==> src/design/median_window_tds_converter_top_defines.svh <==
// Assertion helpers shared by the converter RTL.
`ifndef MEDIAN_WINDOW_TDS_CONVERTER_TOP_DEFINES_SVH
`define MEDIAN_WINDOW_TDS_CONVERTER_TOP_DEFINES_SVH

// same-cycle implication
`define MWTC_ASSERT_IMP(lbl, clk, rst, ante, cons, msg) \
   lbl: assert property (@(posedge clk) disable iff (rst) (ante) |-> (cons)) else $error(msg);

// next-cycle implication
`define MWTC_ASSERT_NXT(lbl, clk, rst, ante, cons, msg) \
   lbl: assert property (@(posedge clk) disable iff (rst) (ante) |=> (cons)) else $error(msg);

`endif

==> src/design/mwtc_div.sv <==
module mwtc_div #(
   parameter int NUMW = 41,
   parameter int DENW = 23
) (
   input  logic            clock,
   input  logic            reset,
   input  logic            start,
   input  logic [NUMW-1:0] num,
   input  logic [DENW-1:0] den,
   output logic            done,
   output logic [NUMW-1:0] quo
);

   localparam int CNTW = $clog2(NUMW + 1);

   logic [NUMW-1:0] quo_ff;
   logic [DENW-1:0] rem_ff;
   logic [DENW-1:0] den_ff;
   logic [CNTW-1:0] cnt_ff;
   logic            done_ff;
   logic [DENW:0]   trial;
   logic            fits;

   assign trial = {rem_ff, quo_ff[NUMW-1]};
   assign fits  = trial >= {1'b0, den_ff};

   always_ff @(posedge clock) begin
      if (reset) begin
         cnt_ff  <= '0;
         done_ff <= 1'b0;
      end else begin
         done_ff <= 1'b0;
         if (start) begin
            cnt_ff <= CNTW'(NUMW);
         end else if (cnt_ff != '0) begin
            cnt_ff <= cnt_ff - 1'b1;
            if (cnt_ff == CNTW'(1)) begin
               done_ff <= 1'b1;
            end
         end
      end
   end

   // restoring division, one quotient bit per cycle
   always_ff @(posedge clock) begin
      if (start) begin
         quo_ff <= num;
         rem_ff <= '0;
         den_ff <= den;
      end else if (cnt_ff != '0) begin
         rem_ff <= fits ? DENW'(trial - {1'b0, den_ff}) : DENW'(trial);
         quo_ff <= {quo_ff[NUMW-2:0], fits};
      end
   end

   assign done = done_ff;
   assign quo  = quo_ff;

endmodule

==> config.mk <==
export PLATFORM = sky130hd
export DESIGN_NAME = mwtc_div
export DESIGN_NICKNAME = d
export VERILOG_FILES = /design/src/design/median_window_tds_converter_top_defines.svh /design/src/design/mwtc_div.sv
export SDC_FILE = /design/constraint.sdc
export NUM_CORES = 1
export LEC_CHECK = 0
export BUFFER_PORTS_ARGS = -buffer_cell sky130_fd_sc_hd__buf_2
export CORE_ASPECT_RATIO = 2
export CORE_MARGIN = 2
export CORE_UTILIZATION = 57
export CTS_BUF_LIST = sky130_fd_sc_hd__clkbuf_4 sky130_fd_sc_hd__clkbuf_8
export CTS_CLUSTER_DIAMETER = 40
export DETAILED_ROUTE_END_ITERATION = 7
export PLACE_DENSITY = 0.89
export SYNTH_ARGS = -nofsm -noshare
export SYNTH_HDL_FRONTEND = slang
export SYNTH_SLANG_ARGS = --single-unit
==> constraint.sdc <==
create_clock -name clock -period 2.9 [get_ports clock]
set_clock_uncertainty 0.05 [all_clocks]
set_input_delay 0.29 -clock clock [delete_from_list [all_inputs] [get_ports clock]]
set_output_delay 0.29 -clock clock [all_outputs]
set_load 0.005 [all_outputs]
# Word-level counts from Yosys, hierarchy flattened
# Cells that the tools add are included.
# word_totals
regBits	94
latchBits	0
ramBits	0
romBits	0
input_bits	67
output_inout_bits	42
wordCells	21
mem_count	0
# op_classes
n_addsub	2
multipliers	0
div	0
magnitude_cmp	1
n_eq_ne	1
shift	0
muxes	6
bitwise	1
n_reduce_logical	4
# ops
cell	count
41-bit 2-to-1 mux	2
24-bit by 23-bit >= comparator with 1-bit output	1
23-bit 2-to-1 mux	1
23-bit subtractor	1
6-bit 2-to-1 mux	2
6-bit by 1-bit == test with 1-bit output (second input constant)	1
6-bit nonzero test	1
6-bit by 1-bit subtractor with 6-bit output (second input constant)	1
3-bit OR reduction	1
2-bit nonzero test	1
2-bit OR reduction	1
1-bit 2-to-1 mux	1
1-bit NOT	1

# Logic depth before layout (Yosys ltp)
# depth
depth_word	3
mapped_depth	12
ltp_nobuf	11

# Least setup slack after synthesis
# No wires, ideal clock.
# synth_timing
path_type	reg-to-reg
start	register den_ff[19]
end	register quo_ff[0], in the netlist quo[0], data pin
setup_time_ns	0.260
arrival_time_ns	2.221
required_ns	2.590
slack_ns	0.369
path_stages_with_launch	10
path_buffers	1
period_less_slack_ns	2.531
path_cell_list	edfxtp_1 inv_1 ha_1 a21oi_1 o21ai_2 or4b_1 a21oi_2 o21ai_4 buf_2 mux2_2
# synth_via
elab_chain_len	3
# synth_lines
item	line	source
from (decl)	mwtc_div.sv:18	logic [DENW-1:0] den_ff;
from (signal assigned)	mwtc_div.sv:49	den_ff <= den;
24-bit by 23-bit >= comparator with 1-bit output	mwtc_div.sv:25	assign fits = trial >= {1'b0, den_ff};
41-bit 2-to-1 mux	mwtc_div.sv:50	end else if (cnt_ff != '0) begin
41-bit 2-to-1 mux	mwtc_div.sv:46	if (start) begin
to (signal assigned)	mwtc_div.sv:47	quo_ff <= num;
to (signal assigned)	mwtc_div.sv:52	quo_ff <= {quo_ff[NUMW-2:0], fits};
to (decl)	mwtc_div.sv:16	logic [NUMW-1:0] quo_ff;
# No other way between the ends. The select of a mux whose other input is x is not followed.
# A chain may end at the register's enable or synchronous reset.

# Worst setup path in the final report
# layout_timing
start	register den_ff[4]
end	register rem_ff[19]
# layout_via
elab_chain_len	2
word_cells_on_any_way	3
classes_between	1 x add/sub; 1 x order compare; 1 x mux
# layout_lines
item	line	source
23-bit subtractor or 24-bit by 23-bit >= comparator with 1-bit output (tied branches)	mwtc_div.sv:51, mwtc_div.sv:25	
23-bit 2-to-1 mux *	mwtc_div.sv:51	rem_ff <= fits ? DENW'(trial - {1'b0, den_ff}) : DENW'(trial);
to (signal assigned)	mwtc_div.sv:51	
to (decl)	mwtc_div.sv:17	logic [DENW-1:0] rem_ff;
# Every way passes the cells marked *; elsewhere a longest branch is shown, timed or not.

==> results by group <==
Synthesis
  – Seq/Total Area, Yosys: 0.493
  – YS warnings: 0
  – Yosys cell types: ~50
  – Cell taking the most area after synthesis: edfxtp_1
  – Post-synthesis adder-cell area fraction: 0.0675
  – Top-area cell type share of the netlist area: 0.376
  – Synthesized area: roughly 0.0051 mm²
  – EDFF count, synth: 64
  – Syn avg cell area: 11.0 µm²
  – Most used DFF post-synth: edfxtp_1
  – Syn Nets: 558
  – Async SR Flop Fraction: 0
  – Post-Synth Simple-Gate Area: 0.0993
  – Largest family of logic cells by synthesized area: compound AO/OA/AOI/OAI gates
  – Mapped Cells: about 460
  – Mux share of post-synthesis cell area: 0.114
  – Area contributors post-synth: edfxtp_1 (38%), dfxtp_1 (12%), mux2_2 (9.0%)
  – Synth Area in XOR/XNOR: 0.0394
  – Seq cells post-synth: 94
  – Synth Area in Compound Gates: 0.140

Power
  – P_leak: approximately 0.0026 µW
  – Sequential share of power: 0.365
  – Internal Pwr Total: about 3300 µW
  – Max VDD drop: ~560 µV
  – Comb power frac: 0.473
  – Switching power share of the total: 0.394
  – Psw: 2150 µW
  – Clock power frac: 0.163
  – Power Density: 901 mW/mm²

Critical path
  – CP Class: reg -> reg
  – Critical path data arrival time: ~3 ns
  – Crit. End Element: flop
  – CP required: slightly above 3 ns
  – CP Max Fanout: 5
  – Worst setup SP type: flop

Hold path
  – Worst Hold Class: in -> reg

Cells and area
  – Final core occ: 0.698
  – Syn-to-layout area delta: 18.0%
  – Multi-input logic area: roughly 0.0024 mm²
  – Design Area, Final: between 0.006 and 0.007 mm²
  – Nets: 670
  – Antenna Cells: 0
  – Number of fill cells: about 640
  – Share of cells above drive strength 1: 0.336
  – Finished Layout Cells: between 600 and 700
  – FF+latch area: 0.00252 mm²

Job
  – Maxcap violations: 0

Route
  – Total wire length: around 13000 µm
  – # DRC: 0
  – Drt via density: approximately 6.0
  – Antenna-violating nets left: 0
  – Initial DRC Count: 242
  – Vias: a little over 4000
  – Drt wl/cell: roughly 19 µm
  – TritonRoute pass-1 iters: 4

Outcome
  – Status: complete, no violations

STA
  – Sum Neg Setup Slack: 0 ns
  – Fmax: about 0.35 GHz
  – Max transition margin: 0.568
  – Slew Limit Fails: 0
  – Tmin final: 2.82 ns
  – RSZ-0062 raised after global routing: yes
  – Fin. Hold Viols: 0
  – Hold_ws: between 0.03 and 0.04 ns
  – Fin crit share: 0.973
  – Actual slew at the worst max-slew pin: 0.644 ns
  – Setup-failing EPs final: 0

Clocking
  – CTS buffer count: 9
  – CTS max path bufs: 2
  – Clk pin slew, worst setup/hold paths: approximately 0.1 ns
  – Clk sinks: 94
  – CTS tree: built
  – Root buffer cell: clkbuf_8
  – Clock latency on the worst-skew pair: about 0.38 ns
  – H-tree depth: 3

Die
  – Top Ports: ~110
  – Site row count: 48
  – Die boundary width: a little over 70 µm
  – Die footprint: just under 0.01 mm²
  – Die height: 138 µm
  – Starting density of the core: 0.592
  – Core Box Area: slightly below 0.009 mm²

Place
  – I/O Buffers: roughly 110
  – Placed cells: between 600 and 700
  – Post-DP HPWL: 9200 µm
  – Dpl cell area: roughly 0.0058 mm²
  – Routability cong.: between 1 and 1.5

Global routing
  – Vias in the first global route: around 4300
  – All-layer global routing usage: 0.274
  – Largest net degree at the start of global routing: 71
  – GRT Residual Overflow: 0
  – Global-route wire length before repair: between 20000 and 25000 µm
  – Initial antenna violation count: 0
==> flip-flops by register name, summed over array words and instances, names as in the netlist <==
name	flops
den_ff	23
quo	41
rem_ff	23
cnt_ff	6
done	1
==> power groups by stage <==
| stage | logic [µW] | clock network (µW) | registers [µW] |
|---|---|---|---|
| 4_1_cts | 2460 | 900 | 1970 |
| 5_1_grt | 2800 | 940 | 2020 |
| 6_report | 2570 | 887 | 1980 |
| 2_1_floorplan | 1820 | 0 | 1950 |
| 3_5_place_dp | 2430 | 0 | 2000 |
| 3_3_place_gp | 2330 | 0 | 1980 |
==> layout make-up <==
class	count	area share
well taps	100	0.0207
inverters	36	0.0224
repair buffers	121	0.110
clock inverters	6	0.0104
flip-flops and latches	94	0.418
clock buffers	10	0.0218
multi-input cells	314	0.397
==> worst max-delay path: stages, from the launching register on <==
cell      delay, ns
edfxtp_1       0.41
inv_2          0.08
ha_4           0.21
a21o_1         0.22
a31oi_4        0.18
a211oi_2       0.10
o41ai_2        0.44
a211oi_2       0.18
or4_1          0.56
a31oi_1        0.16
a211oi_1       0.10
==> Yosys cell counts (all sizes together), types with 2 or more instances <==
cell    number
o21bai       3
o221ai       2
clkbuf       8
nor4b        3
nand3       10
nand2       36
a31oi        7
o41ai        2
inv         36
mux2        41
a211oi      18
mux2i       12
nand4        4
edfxtp      64
xnor2       11
a221oi       2
nor3         6
and2         4
a21o         6
nor4         2
ha          26
or3          2
o21a         5
o21ai       23
xor2        12
o31ai        2
buf         12
dfxtp       30
nor2b        4
nor2        29
a21oi       29
==> path summary, 6_finish.rpt <==
| kind | from | end | slack (ns) | depth (start not counted) |
|---|---|---|---|---|
| hold / removal | den[16] | den_ff[16]$_DFFE_PP_ | 0.03 | 1 |
| setup reg to reg | den_ff[4]$_DFFE_PP_ | rem_ff[19]$_SDFFE_PP0N_ | 0.08 | 10 |
| setup / recovery | den_ff[4]$_DFFE_PP_ | rem_ff[19]$_SDFFE_PP0N_ | 0.08 | 10 |
| hold reg to reg | rem_ff[14]$_SDFFE_PP0N_ | rem_ff[14]$_SDFFE_PP0N_ | 0.43 | 2 |
==> through the flow <==
stage,power (µW),setup slack (ns)
after floorplan,3770,0.369
after global routing,5750,-0.0474
after CTS,5330,0.0854
final,5440,0.0783
after global placement,4310,0.208
after detailed placement,4420,0.123
==> per-layer routing <==
layer	global-route usage	vias up	wire length [µm]
met5	0	-	0
li1	-	1919	-
met4	0.179	0	661
met1	0.254	1958	4320
met3	0.0698	48	733
met2	0.514	152	7200
==> cells by family after synthesis <==
kind of cell               Yosys count
AOI/OAI and AO/OA                  106
and+or+nand+nor                    105
DFF                                 94
buffers and inverters               56
muxes                               53
adders and majority gates           27
xor gates and xnor gates            23
==> repair_timing <==
action | 4_1_cts | 5_1_grt
endpoints found under the setup margin | 0 | 10
gates resized for setup | 0 | 12
setup buffers | 0 | 1
hold buffers | 0 | 0
==> placed cells by master (no fill, tap or decap), drive strengths merged, types with 2 or more instances in the layout <==
master / instances
clkinv: 2
clkinvlp: 2
o221ai: 2
nor3: 6
a21o: 6
edfxtp: 64
nand4: 4
nor4b: 3
xor2: 12
nor2: 29
a31oi: 7
and2: 4
nand2: 36
ha: 26
buf: 121
nor2b: 4
nor4: 2
inv: 37
mux2: 41
o31ai: 2
dfxtp: 30
clkbuf: 10
a211oi: 18
o21ai: 23
mux2i: 12
xnor2: 11
nand3: 10
or3: 2
a221oi: 2
a21oi: 29
o41ai: 2
o21a: 5
o21bai: 3
No activity file was read; power rests on OpenSTA's default activity.
