$ cat config.mk
export PLATFORM = sky130hd
export DESIGN_NAME = mwtc_cell
export DESIGN_NICKNAME = d
export VERILOG_FILES = /design/src/design/median_window_tds_converter_top_defines.svh /design/src/design/mwtc_pkg.sv /design/src/design/mwtc_cell.sv
export SDC_FILE = /design/constraint.sdc
export NUM_CORES = 1
export LEC_CHECK = 0
export BUFFER_PORTS_ARGS = -buffer_cell sky130_fd_sc_hd__buf_2
export CAP_MARGIN = 30
export CORE_MARGIN = 10
export CORE_UTILIZATION = 47
export CTS_CLUSTER_SIZE = 8
export DETAILED_ROUTE_END_ITERATION = 8
export GPL_TIMING_DRIVEN = 0
export PLACE_DENSITY = 0.81
export SLEW_MARGIN = 20
export SYNTH_ARGS = -nofsm -noshare
export SYNTH_HDL_FRONTEND = slang
export SYNTH_SLANG_ARGS = --single-unit
$ cat constraint.sdc
create_clock -name clock -period 2.6 [get_ports clock]
set_input_delay 0.52 -clock clock [delete_from_list [all_inputs] [get_ports clock]]
set_output_delay 0.52 -clock clock [all_outputs]
set_load 0.03 [all_outputs]
$ cat src/design/median_window_tds_converter_top_defines.svh
// Assertion helpers shared by the converter RTL.
`ifndef MEDIAN_WINDOW_TDS_CONVERTER_TOP_DEFINES_SVH
`define MEDIAN_WINDOW_TDS_CONVERTER_TOP_DEFINES_SVH

// same-cycle implication
`define MWTC_ASSERT_IMP(lbl, clk, rst, ante, cons, msg) \
   lbl: assert property (@(posedge clk) disable iff (rst) (ante) |-> (cons)) else $error(msg);

// next-cycle implication
`define MWTC_ASSERT_NXT(lbl, clk, rst, ante, cons, msg) \
   lbl: assert property (@(posedge clk) disable iff (rst) (ante) |=> (cons)) else $error(msg);

`endif

$ cat src/design/mwtc_pkg.sv
package mwtc_pkg;

   typedef struct packed {
      logic        cmd;
      logic [11:0] sample;
   } req_type;

   typedef struct packed {
      logic [11:0] median_code;
      logic [18:0] comp_voltage_q16;
      logic [17:0] tds_tenths_ppm;
      logic        saturated;
   } rsp_type;

   typedef enum logic {
      CSR_WATER_TEMP = 1'b0,
      CSR_REF_MV     = 1'b1
   } csr_index_type;

   // per-cycle control shared by every window cell
   typedef struct packed {
      logic shift;   // push: take the previous cell's sample (the new sample in cell 0)
      logic load;    // start ranking: copy sample to rotating slot
      logic rotate;  // rank step: compare, count, pass rotating slot on
   } cell_ctl_type;

   localparam logic        CMD_PUSH     = 1'b0;
   localparam logic        CMD_EVAL     = 1'b1;
   localparam logic [18:0] VOLT_MAX     = 19'd524287;
   localparam logic [17:0] TDS_MAX      = 18'd262143;
   localparam logic [18:0] COEF_CUBE    = 19'd66710;
   localparam logic [18:0] COEF_SQUARE  = 19'd127930;
   localparam logic [18:0] COEF_LINEAR  = 19'd428695;
   localparam logic [45:0] TDS_ROUND    = 46'd3276800;
   localparam int          TDS_SHIFT    = 18;       // 6553600 = 25 << 18
   // x / 25 == (x * ceil(2^33 / 25)) >> 33 for any x below 2^28
   localparam logic [28:0] TDS_RECIP    = 29'd343597384;
   localparam int          TDS_RECIP_SHIFT = 33;
   localparam logic [9:0]  TEMP_OFFSET  = 10'd250;
   localparam logic [8:0]  TEMP_RESET   = 9'd250;
   localparam logic [12:0] REF_RESET    = 13'd3300;

endpackage

$ cat src/design/mwtc_cell.sv
module mwtc_cell #(
   parameter int SB    = 12,
   parameter int CW    = 5,
   parameter int K_LO  = 14,
   parameter int K_HI  = 15
) (
   input  logic                  clock,
   input  logic                  reset,
   input  mwtc_pkg::cell_ctl_type ctl,
   input  logic [SB-1:0]         a_prev,
   input  logic [SB-1:0]         b_prev,
   output logic [SB-1:0]         a_out,
   output logic [SB-1:0]         b_out,
   output logic [SB-1:0]         lo_val,
   output logic [SB-1:0]         hi_val
);

   logic [SB-1:0] a_ff;
   logic [SB-1:0] b_ff;
   logic [CW-1:0] lt_ff;
   logic [CW-1:0] le_ff;
   logic          hit_lo;
   logic          hit_hi;

   always_ff @(posedge clock) begin
      if (reset) begin
         a_ff <= '0;
      end else if (ctl.shift) begin
         a_ff <= a_prev;
      end
   end

   // lt/le: entries strictly below / not above this sample
   always_ff @(posedge clock) begin
      if (ctl.load) begin
         b_ff  <= a_ff;
         lt_ff <= '0;
         le_ff <= '0;
      end else if (ctl.rotate) begin
         b_ff  <= b_prev;
         lt_ff <= lt_ff + CW'(b_ff < a_ff);
         le_ff <= le_ff + CW'(b_ff <= a_ff);
      end
   end

   assign hit_lo = (lt_ff <= CW'(K_LO)) && (CW'(K_LO) < le_ff);
   assign hit_hi = (lt_ff <= CW'(K_HI)) && (CW'(K_HI) < le_ff);
   assign a_out  = a_ff;
   assign b_out  = b_ff;
   assign lo_val = hit_lo ? a_ff : '0;
   assign hi_val = hit_hi ? a_ff : '0;

endmodule

# Yosys cells after proc, flatten, opt, wreduce, memory -nomap -nowiden
# Cells that the tools add are included.
totals:
  register_bits: 34
  input_bits: 29
  output_inout_bits: 48
  wordCells: 19
classes:
  add_sub_neg: 2
  magnitude_cmp: 6
  muxes: 4
  n_reduce_logical: 3
ops:
  columns: ["cell", "count"]
  rows:
  - ["2-to-1 mux 12 bit", 4]
  - ["<= comparator 12 bit", 1]
  - ["< comparator 12 bit", 1]
  - ["adder 5 x 1 -> 5 bit", 2]
  - ["<= comparator 5 x 4 -> 1 bit, second input constant", 2]
  - ["< comparator 4 x 5 -> 1 bit, first input constant", 2]
  - ["logical AND 1 bit", 2]
  - ["nonzero test 2 bit", 1]

# Logic depth before layout (Yosys ltp)
# Gate-level depths: netlist of the first run.
logic_depth:
  ltp_word: 3
  ltp_mapped: 11
  ltp_nobuf: 11

# Worst setup path before layout of the first run
# Ideal clock, no wire load.
synth_path:
  path_kind: "register to register"
  from: "register a_ff[10] (netlist: a_out[10])"
  to: "register le_ff[4]"
  t_arrival_ns: 2.267
  required_time_ns: 2.483
  setup_slack_ns: 0.216
  path_stages_with_launch: 11
  path_buffers: 0
  synth_period_minus_slack_ns: 2.384
  cell_sequence: "dfxtp_1 inv_1 ha_1 nand4_1 or4_1 o31ai_1 ha_1 ha_1 nand4_1 xor2_1 nor2_1"
synth_between:
  elab_chain_cells: 2
synth_lines:
  columns: ["element", "line", "rtl"]
  rows:
  - ["start: declaration", "mwtc_cell.sv:18", "logic [SB-1:0] a_ff;"]
  - ["start signal: assignment", "mwtc_cell.sv:29", "a_ff <= a_prev;"]
  - ["<= comparator 12 bit", "mwtc_cell.sv:42", "le_ff <= le_ff + CW'(b_ff <= a_ff);"]
  - ["adder 5 x 1 -> 5 bit", "mwtc_cell.sv:42", null]
  - ["end signal: assignment", "mwtc_cell.sv:42", null]
  - ["end: declaration", "mwtc_cell.sv:21", "logic [CW-1:0] le_ff;"]
# Every way passes these cells.
# A chain may end at the register's enable or synchronous reset.

# Worst setup path in the final report of the first run
# Ends and elaborated chain as after synthesis.

==> results.md, run 1 <==
- Post-synth EDFFs: 12
- Area leader, netlist: dfxtp_1
- Worst Setup Start Kind: register
- Worst R2R Setup Slack: 0.20 ns
- Post-Route WL: 5.02 mm
- Number of nets with antenna violations after routing: 0
- Top_reg_cell synth: dfxtp_1
- Initial Util: 49.2%
- GPL Wtd Cong: 0.824
- Worst-Skew Late Latency: 0.28 ns
- Total core area: 3720 um2
- R2R depth: 10
- Endpoint, Worst Hold: a_out[11]
- Ports: 77
- Antenna violations before repair: 0
- Total congestion overflow: 0
- Design Power: 1.26 mW
- Sw frac: 29.8%
- Share of synthesized flip-flops with an asynchronous set or reset: 0%
- Clock-pin slew on the worst setup and hold paths: 0.07 ns
- Endpoints failing setup: 0
- Skew final: 0.00288 ns
- Share of total power in sequential cells: 49.4%
- Most frequent CP cell: ha_1
- CP required: 2.78 ns
- Die H: 82.3 um
- Avg Vias per Cell: 5.05
- Layout cell share with drive strength beyond 1: 37.5%
- DP Cell Count: 304
- Max_cap viols: 0
- Die width: 82.3 um
- Multi-input logic area: 938 um2
- Clock sink count: 34
- Status: complete, no violations
- Tcrit/Tclk final: 92.2%
- Cell variety after synth: 27
- Hold Path Class: primary input to register
- Clock share of power: 29.4%
- Hold path depth: 2
- Pins Over Slew Limit: 0
- Row count: 22
- Least-Margin Pin Slew: 0.512 ns
- Origin of the critical flop-to-flop path: a_out[10]
- Die area: 6780 um2
- Diode count: 0
- Largest net degree at the start of global routing: 13
- Area Overhead vs Synth: 28.6%
- Critical path's slowest cell: or4_1
- DR DRC count: 0
- CP arrival: 2.58 ns
- Layout net count: 308
- Max Fclk: 0.417 GHz
- Post-CTS Setup Repair Bufs: 0
- Filler Cells Inserted: 346
- CTS buffer count: 5
- Final hold vios: 0
- Post_cts resized: 0
- Hold Buf Count CTS: 0
- Post-Syn Instances: 180
- Final TNS setup: 0 ns
- YS warnings: 0
- Hpwl dp: 4.01 mm
- Top cell family by delay on the critical path: simple AND/OR/NAND/NOR gates
- Mapped Area: 1830 um2
- First-pass GRT wire length: 8.15 mm
- First drt pass iteration count: 4
- Lkg Pwr: 1.19 nW
- CP cell instances: inv_1 > ha_1 > nand4_1 > or4_1 > o31ai_1 > ha_1 > ha_1 > nand4_1 > xor2_1 > nor2_1
- Critical path's largest stage delay: 0.53 ns
- Worst r2r dst: le_ff[4]
- H-tree depth reported by CTS: 2
- Post-synthesis sequential area ratio: 43.8%
- Power density cells: 535 nW/um2
- NetSw: 375 uW
- Worst Path Buf+Inv: 1
- Hold WS: 0.417 ns
- P_int: 882 uW
- Hold_sp: reset
- Placed cell area: 2270 um2
- Syn Area/Cell: 10.1 um2
- Vias in the first global route: 1,711
- Root Driver: clkbuf_8
- CTS tree: built
- RSZ-0062 raised after global routing: no
- Slew HR: 65.9%
- CP Class: register to register
- Non-Filler Instances: 312
- Wire per inst: 16.1 um
- Tmin final: 2.40 ns
- Comb power frac: 21.1%
- Syn Nets: 225
- Vias: 1,576
- Total GRT Usage: 15.5%
- Setup crit end kind: register
- Yosys top cell area share: 24.1%
- Worst Path Max Fanout: 5
- Count of input and output buffers: 76
- VDD IR-drop max: 0.300 mV
- Clk buf depth: 2
- Top cells by area, synth: dfxtp_1 (24%), edfxtp_1 (20%), ha_1 (11%)
- Yosys reg bits: 34
- Final Cell Area: 2350 um2
- DRT iter0 DRCs: 78
- Storage element area: 801 um2
[how the worst max path moves through the flow]
stage / from / to / slack, ns / cells past startpoint
floorplan: a_out[10] / le_ff[4] / 0.22 / 10
global placement: a_out[10] / le_ff[4] / 0.28 / 10
detailed placement: a_out[10] / le_ff[4] / 0.24 / 10
CTS: a_out[10] / le_ff[4] / 0.21 / 10
global route: a_out[10] / le_ff[4] / 0.01 / 10
finish: a_out[10] / le_ff[4] / 0.20 / 10
[per-stage QoR]
step	worst slack, ns	utilization, %
after floorplan	0.216	-
after global placement	0.281	61.0
after detailed placement	0.236	61.0
after CTS	0.211	63.2
after global routing	0.0142	63.2
final	0.202	63.2
[sequential cells by signal, summed over array words and instances (netlist names)]
name / cells
le_ff: 5
b_out: 12
a_out: 12
lt_ff: 5
[cell usage in the layout (no fill, tap or decap), drive strengths merged]
cell / netlist / routed
nor2: 23 / 23
nand4: 6 / 6
nand2: 3 / 3
o21bai: 1 / 1
nor2b: 1 / 1
xor2: 6 / 6
edfxtp: 12 / 12
ha: 16 / 16
dfxtp: 22 / 22
o22ai: 1 / 1
nor3: 12 / 12
nand3: 2 / 2
or4: 1 / 1
or2: 1 / 1
inv: 14 / 14
nor3b: 1 / 1
a21boi: 1 / 1
o31ai: 1 / 1
a21oi: 4 / 4
and2: 12 / 12
o21a: 2 / 2
clkbuf: 4 / 10
buf: 4 / 80
mux2i: 16 / 16
clkinv: 0 / 2
a41oi: 1 / 1
mux2: 12 / 12
a41o: 1 / 1
[synth_stat cells, types with 2 or more instances]
cell type / number
nor2_1: 23
nand4_1: 6
nor3_1: 12
dfxtp_1: 22
xor2_1: 6
edfxtp_1: 12
clkbuf_1: 4
inv_1: 14
nand3_1: 2
buf_2: 4
and2_1: 12
ha_1: 16
o21a_1: 2
mux2_2: 12
nand2_1: 3
a21oi_1: 4
mux2i_1: 16
[logic make-up after synthesis]
family,after synthesis,share of synthesized area [%]
mux,28,16.2
compound gates,12,4.52
xor+xnor,6,2.88
buf+inv,22,4.79
flops,34,43.8
simple gates,62,16.9
fa+ha+maj,16,11.0
[power groups by stage]
stage / clock network (mW) / registers [mW] / logic (mW)
finish: 0.370 / 0.621 / 0.265
global route: 0.401 / 0.626 / 0.297
CTS: 0.380 / 0.620 / 0.269
detailed placement: 0 / 0.632 / 0.267
global placement: 0 / 0.629 / 0.255
floorplan: 0 / 0.684 / 0.123
[area by class of cell]
type | count | area share, %
buffer | 8 | 1.49
clock buffer | 6 | 3.09
clock inverter | 2 | 0.373
inverter | 14 | 2.24
multi-input combinational | 124 | 40.0
sequential | 34 | 34.1
tap | 48 | 2.56
timing repair buffer | 76 | 16.2
[routing by layer]
| metal | GRT usage [%] | up-vias | share of wire (%) |
|---|---|---|---|
| met1 | 17.3 | 736 | 41 |
| li1 | - | 794 | - |
| met3 | 4.97 | 6 | 5.4 |
| met2 | 26.8 | 40 | 52 |
| met4 | 5.61 | 0 | 1.2 |
| met5 | 0 | - | 0 |
No activity file was read; power rests on OpenSTA's default activity.
==> inputs of run 2 (changes only) <==
--- a/config.mk
+++ b/config.mk
@@ -12,6 +12,7 @@
 export CTS_CLUSTER_SIZE = 8
 export DETAILED_ROUTE_END_ITERATION = 8
 export GPL_TIMING_DRIVEN = 0
+export MAX_ROUTING_LAYER = met4
 export PLACE_DENSITY = 0.81
 export SLEW_MARGIN = 20
 export SYNTH_ARGS = -nofsm -noshare
==> run 2 against run 1 <==
Compared with the run above:
- setup slack lost 0.0070 ns
- sequential power is essentially flat
- final area is the same
- clock skew is essentially flat
- power is essentially flat
- count of clock-buffer cells in the layout is the same
- hold slack gained 0.0028 ns
- register-to-register slack is essentially flat
- sequential share of layout area is the same
- largest power group unchanged
- critical path depth is the same
- non-clock buffer count is the same
- global-route usage grew 0.46 points
==> results.md, run 2 (same netlist as run 1, synthesis figures left out) <==
- Status: complete, no violations
- Hold Buf Count CTS: 0
- Worst R2R Setup Slack: 0.19 ns
- Most frequent CP cell: ha_1
- Core Util, Final: 63.2%
- Hold path depth: 2
- Worst-Skew Late Latency: 0.28 ns
- Worst Path Buf+Inv: 1
- Comb power frac: 21.1%
- Multi-input logic area: 938 um2
- Clock sink count: 34
- Die H: 82.3 um
- Clk buf depth: 2
- Hold_sp: reset
- Cell count along the critical path: 10
- Lkg Pwr: 1.19 nW
- Storage element area: 801 um2
- Layout cell share with drive strength beyond 1: 37.5%
- Filler Cells Inserted: 346
- Top cell family by delay on the critical path: simple AND/OR/NAND/NOR gates
- Pins Over Slew Limit: 0
- Number of nets with antenna violations after routing: 0
- Area Overhead vs Synth: 28.6%
- Row count: 22
- DRT iter0 DRCs: 75
- Max_cap viols: 0
- GPL Wtd Cong: 0.836
- Endpoints failing setup: 0
- VDD IR-drop max: 0.302 mV
- Tcrit/Tclk final: 92.5%
- Diode count: 0
- Initial Util: 49.2%
- Total congestion overflow: 0
- R2R depth: 10
- Final TNS setup: 0 ns
- CP required: 2.77 ns
- CP arrival: 2.58 ns
- Post_cts resized: 0
- Clock-pin slew on the worst setup and hold paths: 0.07 ns
- Grt peak-use layer: met2
- Vias: 1,582
- CTS buffer count: 5
- Slew HR: 65.5%
- Worst Setup Start Kind: register
- Share of total power in sequential cells: 49.5%
- CP cell instances: inv_1 > ha_1 > nand4_1 > or4_1 > o31ai_1 > ha_1 > ha_1 > nand4_1 > xor2_1 > nor2_1
- Avg Vias per Cell: 5.07
- Total GRT Usage: 15.9%
- Worst Path Max Fanout: 5
- Commonest non-fill, non-tap cells in the layout: buf_2 (80), nor2_1 (23), dfxtp_1 (22), mux2i_1 (16), ha_1 (16)
- Vias in the first global route: 1,711
- DP Cell Count: 304
- Count of input and output buffers: 76
- Layout net count: 308
- H-tree depth reported by CTS: 2
- Hpwl dp: 4.01 mm
- RSZ-0062 raised after global routing: no
- Root Driver: clkbuf_8
- Endpoint, Worst Hold: a_out[11]
- Post-CTS Setup Repair Bufs: 0
- CTS tree: built
- Critical path's largest stage delay: 0.53 ns
- Tmin final: 2.41 ns
- Worst r2r dst: le_ff[4]
- NetSw: 374 uW
- Die width: 82.3 um
- Largest net degree at the start of global routing: 13
- P_int: 882 uW
- Max Fclk: 0.416 GHz
- CP Class: register to register
- Design Power: 1.26 mW
- Met1 usage: 17.6%
- Ports: 77
- Post-Route WL: 5.03 mm
- Hold Path Class: primary input to register
- Routing usage on met2: 26.9%
- Skew final: 0.00334 ns
- Sw frac: 29.8%
- Placed cell area: 2270 um2
- Antenna violations before repair: 0
- Final Cell Area: 2350 um2
- Wire per inst: 16.1 um
- Setup crit end kind: register
- DR DRC count: 0
- Total core area: 3720 um2
- Met3 Resource Use GR: 4.32%
- Power density cells: 535 nW/um2
- Most common cell after layout, fill and taps aside: buf_2
- Least-Margin Pin Slew: 0.517 ns
- Final hold vios: 0
- Clock share of power: 29.4%
- Die area: 6780 um2
- First-pass GRT wire length: 8.15 mm
- Non-Filler Instances: 312
- Critical path's slowest cell: or4_1
- Origin of the critical flop-to-flop path: a_out[10]
- First drt pass iteration count: 4
-- run 2: cell counts in the layout (fill, tap and decap cells not counted) --
Identical to the previous run, type by type.
-- run 2: through the flow --
stage / hold slack (ns) / setup WS, ns
after floorplan: 0.489 / 0.216
after global placement: 0.517 / 0.281
after detailed placement: 0.528 / 0.236
after CTS: 0.409 / 0.211
after global routing: 0.414 / 0.0142
final: 0.420 / 0.195
-- run 2: worst max-delay path by stage --
stage                    from        to  slack, ns
finish              a_out[10]  le_ff[4]       0.19
global route        a_out[10]  le_ff[4]       0.01
CTS                 a_out[10]  le_ff[4]       0.21
detailed placement  a_out[10]  le_ff[4]       0.24
global placement    a_out[10]  le_ff[4]       0.28
floorplan           a_out[10]  le_ff[4]       0.22
-- run 2: power groups by stage --
| stage | Clock [mW] | Sequential, mW | Combinational [mW] |
|---|---|---|---|
| finish | 0.369 | 0.621 | 0.265 |
| global route | 0.401 | 0.626 | 0.297 |
| CTS | 0.380 | 0.620 | 0.269 |
| detailed placement | 0 | 0.632 | 0.267 |
| global placement | 0 | 0.629 | 0.255 |
| floorplan | 0 | 0.684 | 0.123 |
-- run 2: cell type report --
type	instances	share of cell area [%]
inverters	14	2.24
clock inverters	2	0.373
well taps	48	2.56
clock buffers	6	3.09
multi-input cells	124	40.0
flip-flops and latches	34	34.1
plain buffers	8	1.49
repair buffers	76	16.2
-- run 2: routing by layer --
layer / wire length (um) / up-vias
met1: 2140 / 741
met4: 46 / 0
met3: 227 / 6
met2: 2610 / 40
li1: - / 795
met5: 0 / -
==> inputs of run 3 (changes only) <==
--- a/config.mk
+++ b/config.mk
@@ -7,6 +7,7 @@
 export LEC_CHECK = 0
 export BUFFER_PORTS_ARGS = -buffer_cell sky130_fd_sc_hd__buf_2
 export CAP_MARGIN = 30
+export CORE_ASPECT_RATIO = 1.5
 export CORE_MARGIN = 10
 export CORE_UTILIZATION = 47
 export CTS_CLUSTER_SIZE = 8
==> run 3 against run 2 <==
Compared with the run above:
- sequential cell count stayed put
- cell count is 1.6% lower
- non-clock buffer count stayed put
- sequential share of layout area is 0.055 points lower
- utilization is 0.10 points higher
==> results.md, run 3 (same netlist as run 1, synthesis figures left out) <==
- Max Fclk: 0.416 GHz
- Ports: 77
- Hpwl dp: 4.06 mm
- Setup crit end kind: register
- Tcrit/Tclk final: 92.5%
- Max_cap viols: 0
- Hold path depth: 2
- Total congestion overflow: 0
- Slew HR: 68.3%
- DRT iter0 DRCs: 89
- Pins Over Slew Limit: 0
- Total core area: 3720 um2
- Die area: 6830 um2
- Filler Cells Inserted: 337
- Worst r2r dst: le_ff[4]
- RSZ-0062 raised after global routing: no
- Wire per inst: 16.2 um
- Area Overhead vs Synth: 28.8%
- Layout net count: 308
- GPL Wtd Cong: 0.831
- Largest net degree at the start of global routing: 13
- DR DRC count: 0
- Vias: 1,600
- DP Cell Count: 299
- VDD IR-drop max: 0.379 mV
- Skew final: 0.00689 ns
- Diode count: 0
- Hold Path Class: primary input to register
- Final TNS setup: 0 ns
- Post-Route WL: 4.96 mm
- Die width: 70.9 um
- Layout cell share with drive strength beyond 1: 37.9%
- Endpoint, Worst Hold: a_out[11]
- Lkg Pwr: 1.20 nW
- Worst Path Max Fanout: 5
- Clk buf depth: 2
- Most common cell after layout, fill and taps aside: buf_2
- Endpoints failing setup: 0
- Hold_sp: reset
- First drt pass iteration count: 4
- Worst R2R Setup Slack: 0.19 ns
- Power density cells: 547 nW/um2
- Final Cell Area: 2350 um2
- Non-Filler Instances: 307
- H-tree depth reported by CTS: 2
- Final hold vios: 0
- Clock sink count: 34
- Tmin final: 2.41 ns
- Root Driver: clkbuf_8
- Avg Vias per Cell: 5.21
- Initial Util: 49.2%
- First-pass GRT wire length: 7.70 mm
- Least-Margin Pin Slew: 0.476 ns
- Commonest non-fill, non-tap cells in the layout: buf_2 (80), nor2_1 (23), dfxtp_1 (22), mux2i_1 (16), ha_1 (16)
- Worst Setup Start Kind: register
- Die H: 96.4 um
- CP required: 2.77 ns
- CTS buffer count: 5
- Origin of the critical flop-to-flop path: a_out[10]
- Count of input and output buffers: 76
- Antenna violations before repair: 0
- R2R depth: 10
- Status: complete, no violations
- Row count: 27
- Post-CTS Setup Repair Bufs: 0
- Hold Buf Count CTS: 0
- CTS tree: built
- CP arrival: 2.58 ns
- Vias in the first global route: 1,654
- Number of nets with antenna violations after routing: 0
- CP Class: register to register
- Placed cell area: 2260 um2
- Post_cts resized: 0
- Worst-Skew Late Latency: 0.29 ns
- Total GRT Usage: 14.5%
- Clock-pin slew on the worst setup and hold paths: 0.07 ns
run 3: worst max-delay path by stage:
| stage | from | to | slack (ns) | depth (start not counted) |
|---|---|---|---|---|
| 2_1_floorplan | a_out[10] | le_ff[4] | 0.22 | 10 |
| 3_3_place_gp | a_out[10] | le_ff[4] | 0.26 | 10 |
| 3_5_place_dp | a_out[10] | le_ff[4] | 0.20 | 10 |
| 4_1_cts | a_out[10] | le_ff[4] | 0.17 | 10 |
| 5_1_grt | a_out[10] | le_ff[4] | 0.04 | 10 |
| 6_report | a_out[10] | le_ff[4] | 0.19 | 10 |
run 3: cell type report:
class                   instances  area, um2  share of cell area (%)
multi-input cells             124        938                    39.9
repair buffers                 76        380                    16.2
clock buffers                   7       86.3                    3.67
flip-flops and latches         34        801                    34.0
plain buffers                   8       35.0                    1.49
well taps                      43       53.8                    2.29
clock inverters                 1       5.00                   0.213
inverters                      14       52.6                    2.23
run 3: through the flow:
step                setup slack [ns]  total power, mW  hold WS [ns]  utilization (%)
finish                         0.194             1.29         0.416             63.3
global placement               0.257            0.885         0.503             60.8
floorplan                      0.216            0.807         0.489                -
CTS                            0.173             1.30         0.408             63.3
detailed placement             0.201            0.894         0.525             60.8
global route                  0.0436             1.35         0.411             63.3
run 3: worst max-delay path: stages, from the launching register on:
cell and delay [ns]:
dfxtp_1 0.40, inv_1 0.08, ha_1 0.32, nand4_1 0.16
or4_1 0.53, o31ai_1 0.09, ha_1 0.22, ha_1 0.16
nand4_1 0.12, xor2_1 0.16, nor2_1 0.05
run 3: power by group:
part / internal, mW / leakage [nW] / switching (mW)
logic: 0.106 / 0.841 / 0.154
clock network: 0.214 / 0.0482 / 0.190
registers: 0.591 / 0.308 / 0.0309
total: 0.911 / 1.20 / 0.375
run 3: layer usage:
| metal | share of wire, % | vias to the layer above | track usage, % |
|---|---|---|---|
| li1 | - | 790 | - |
| met3 | 3.8 | 14 | 3.30 |
| met4 | 3.8 | 0 | 7.93 |
| met1 | 38 | 750 | 14.2 |
| met2 | 55 | 46 | 26.1 |
| met5 | 0 | - | - |
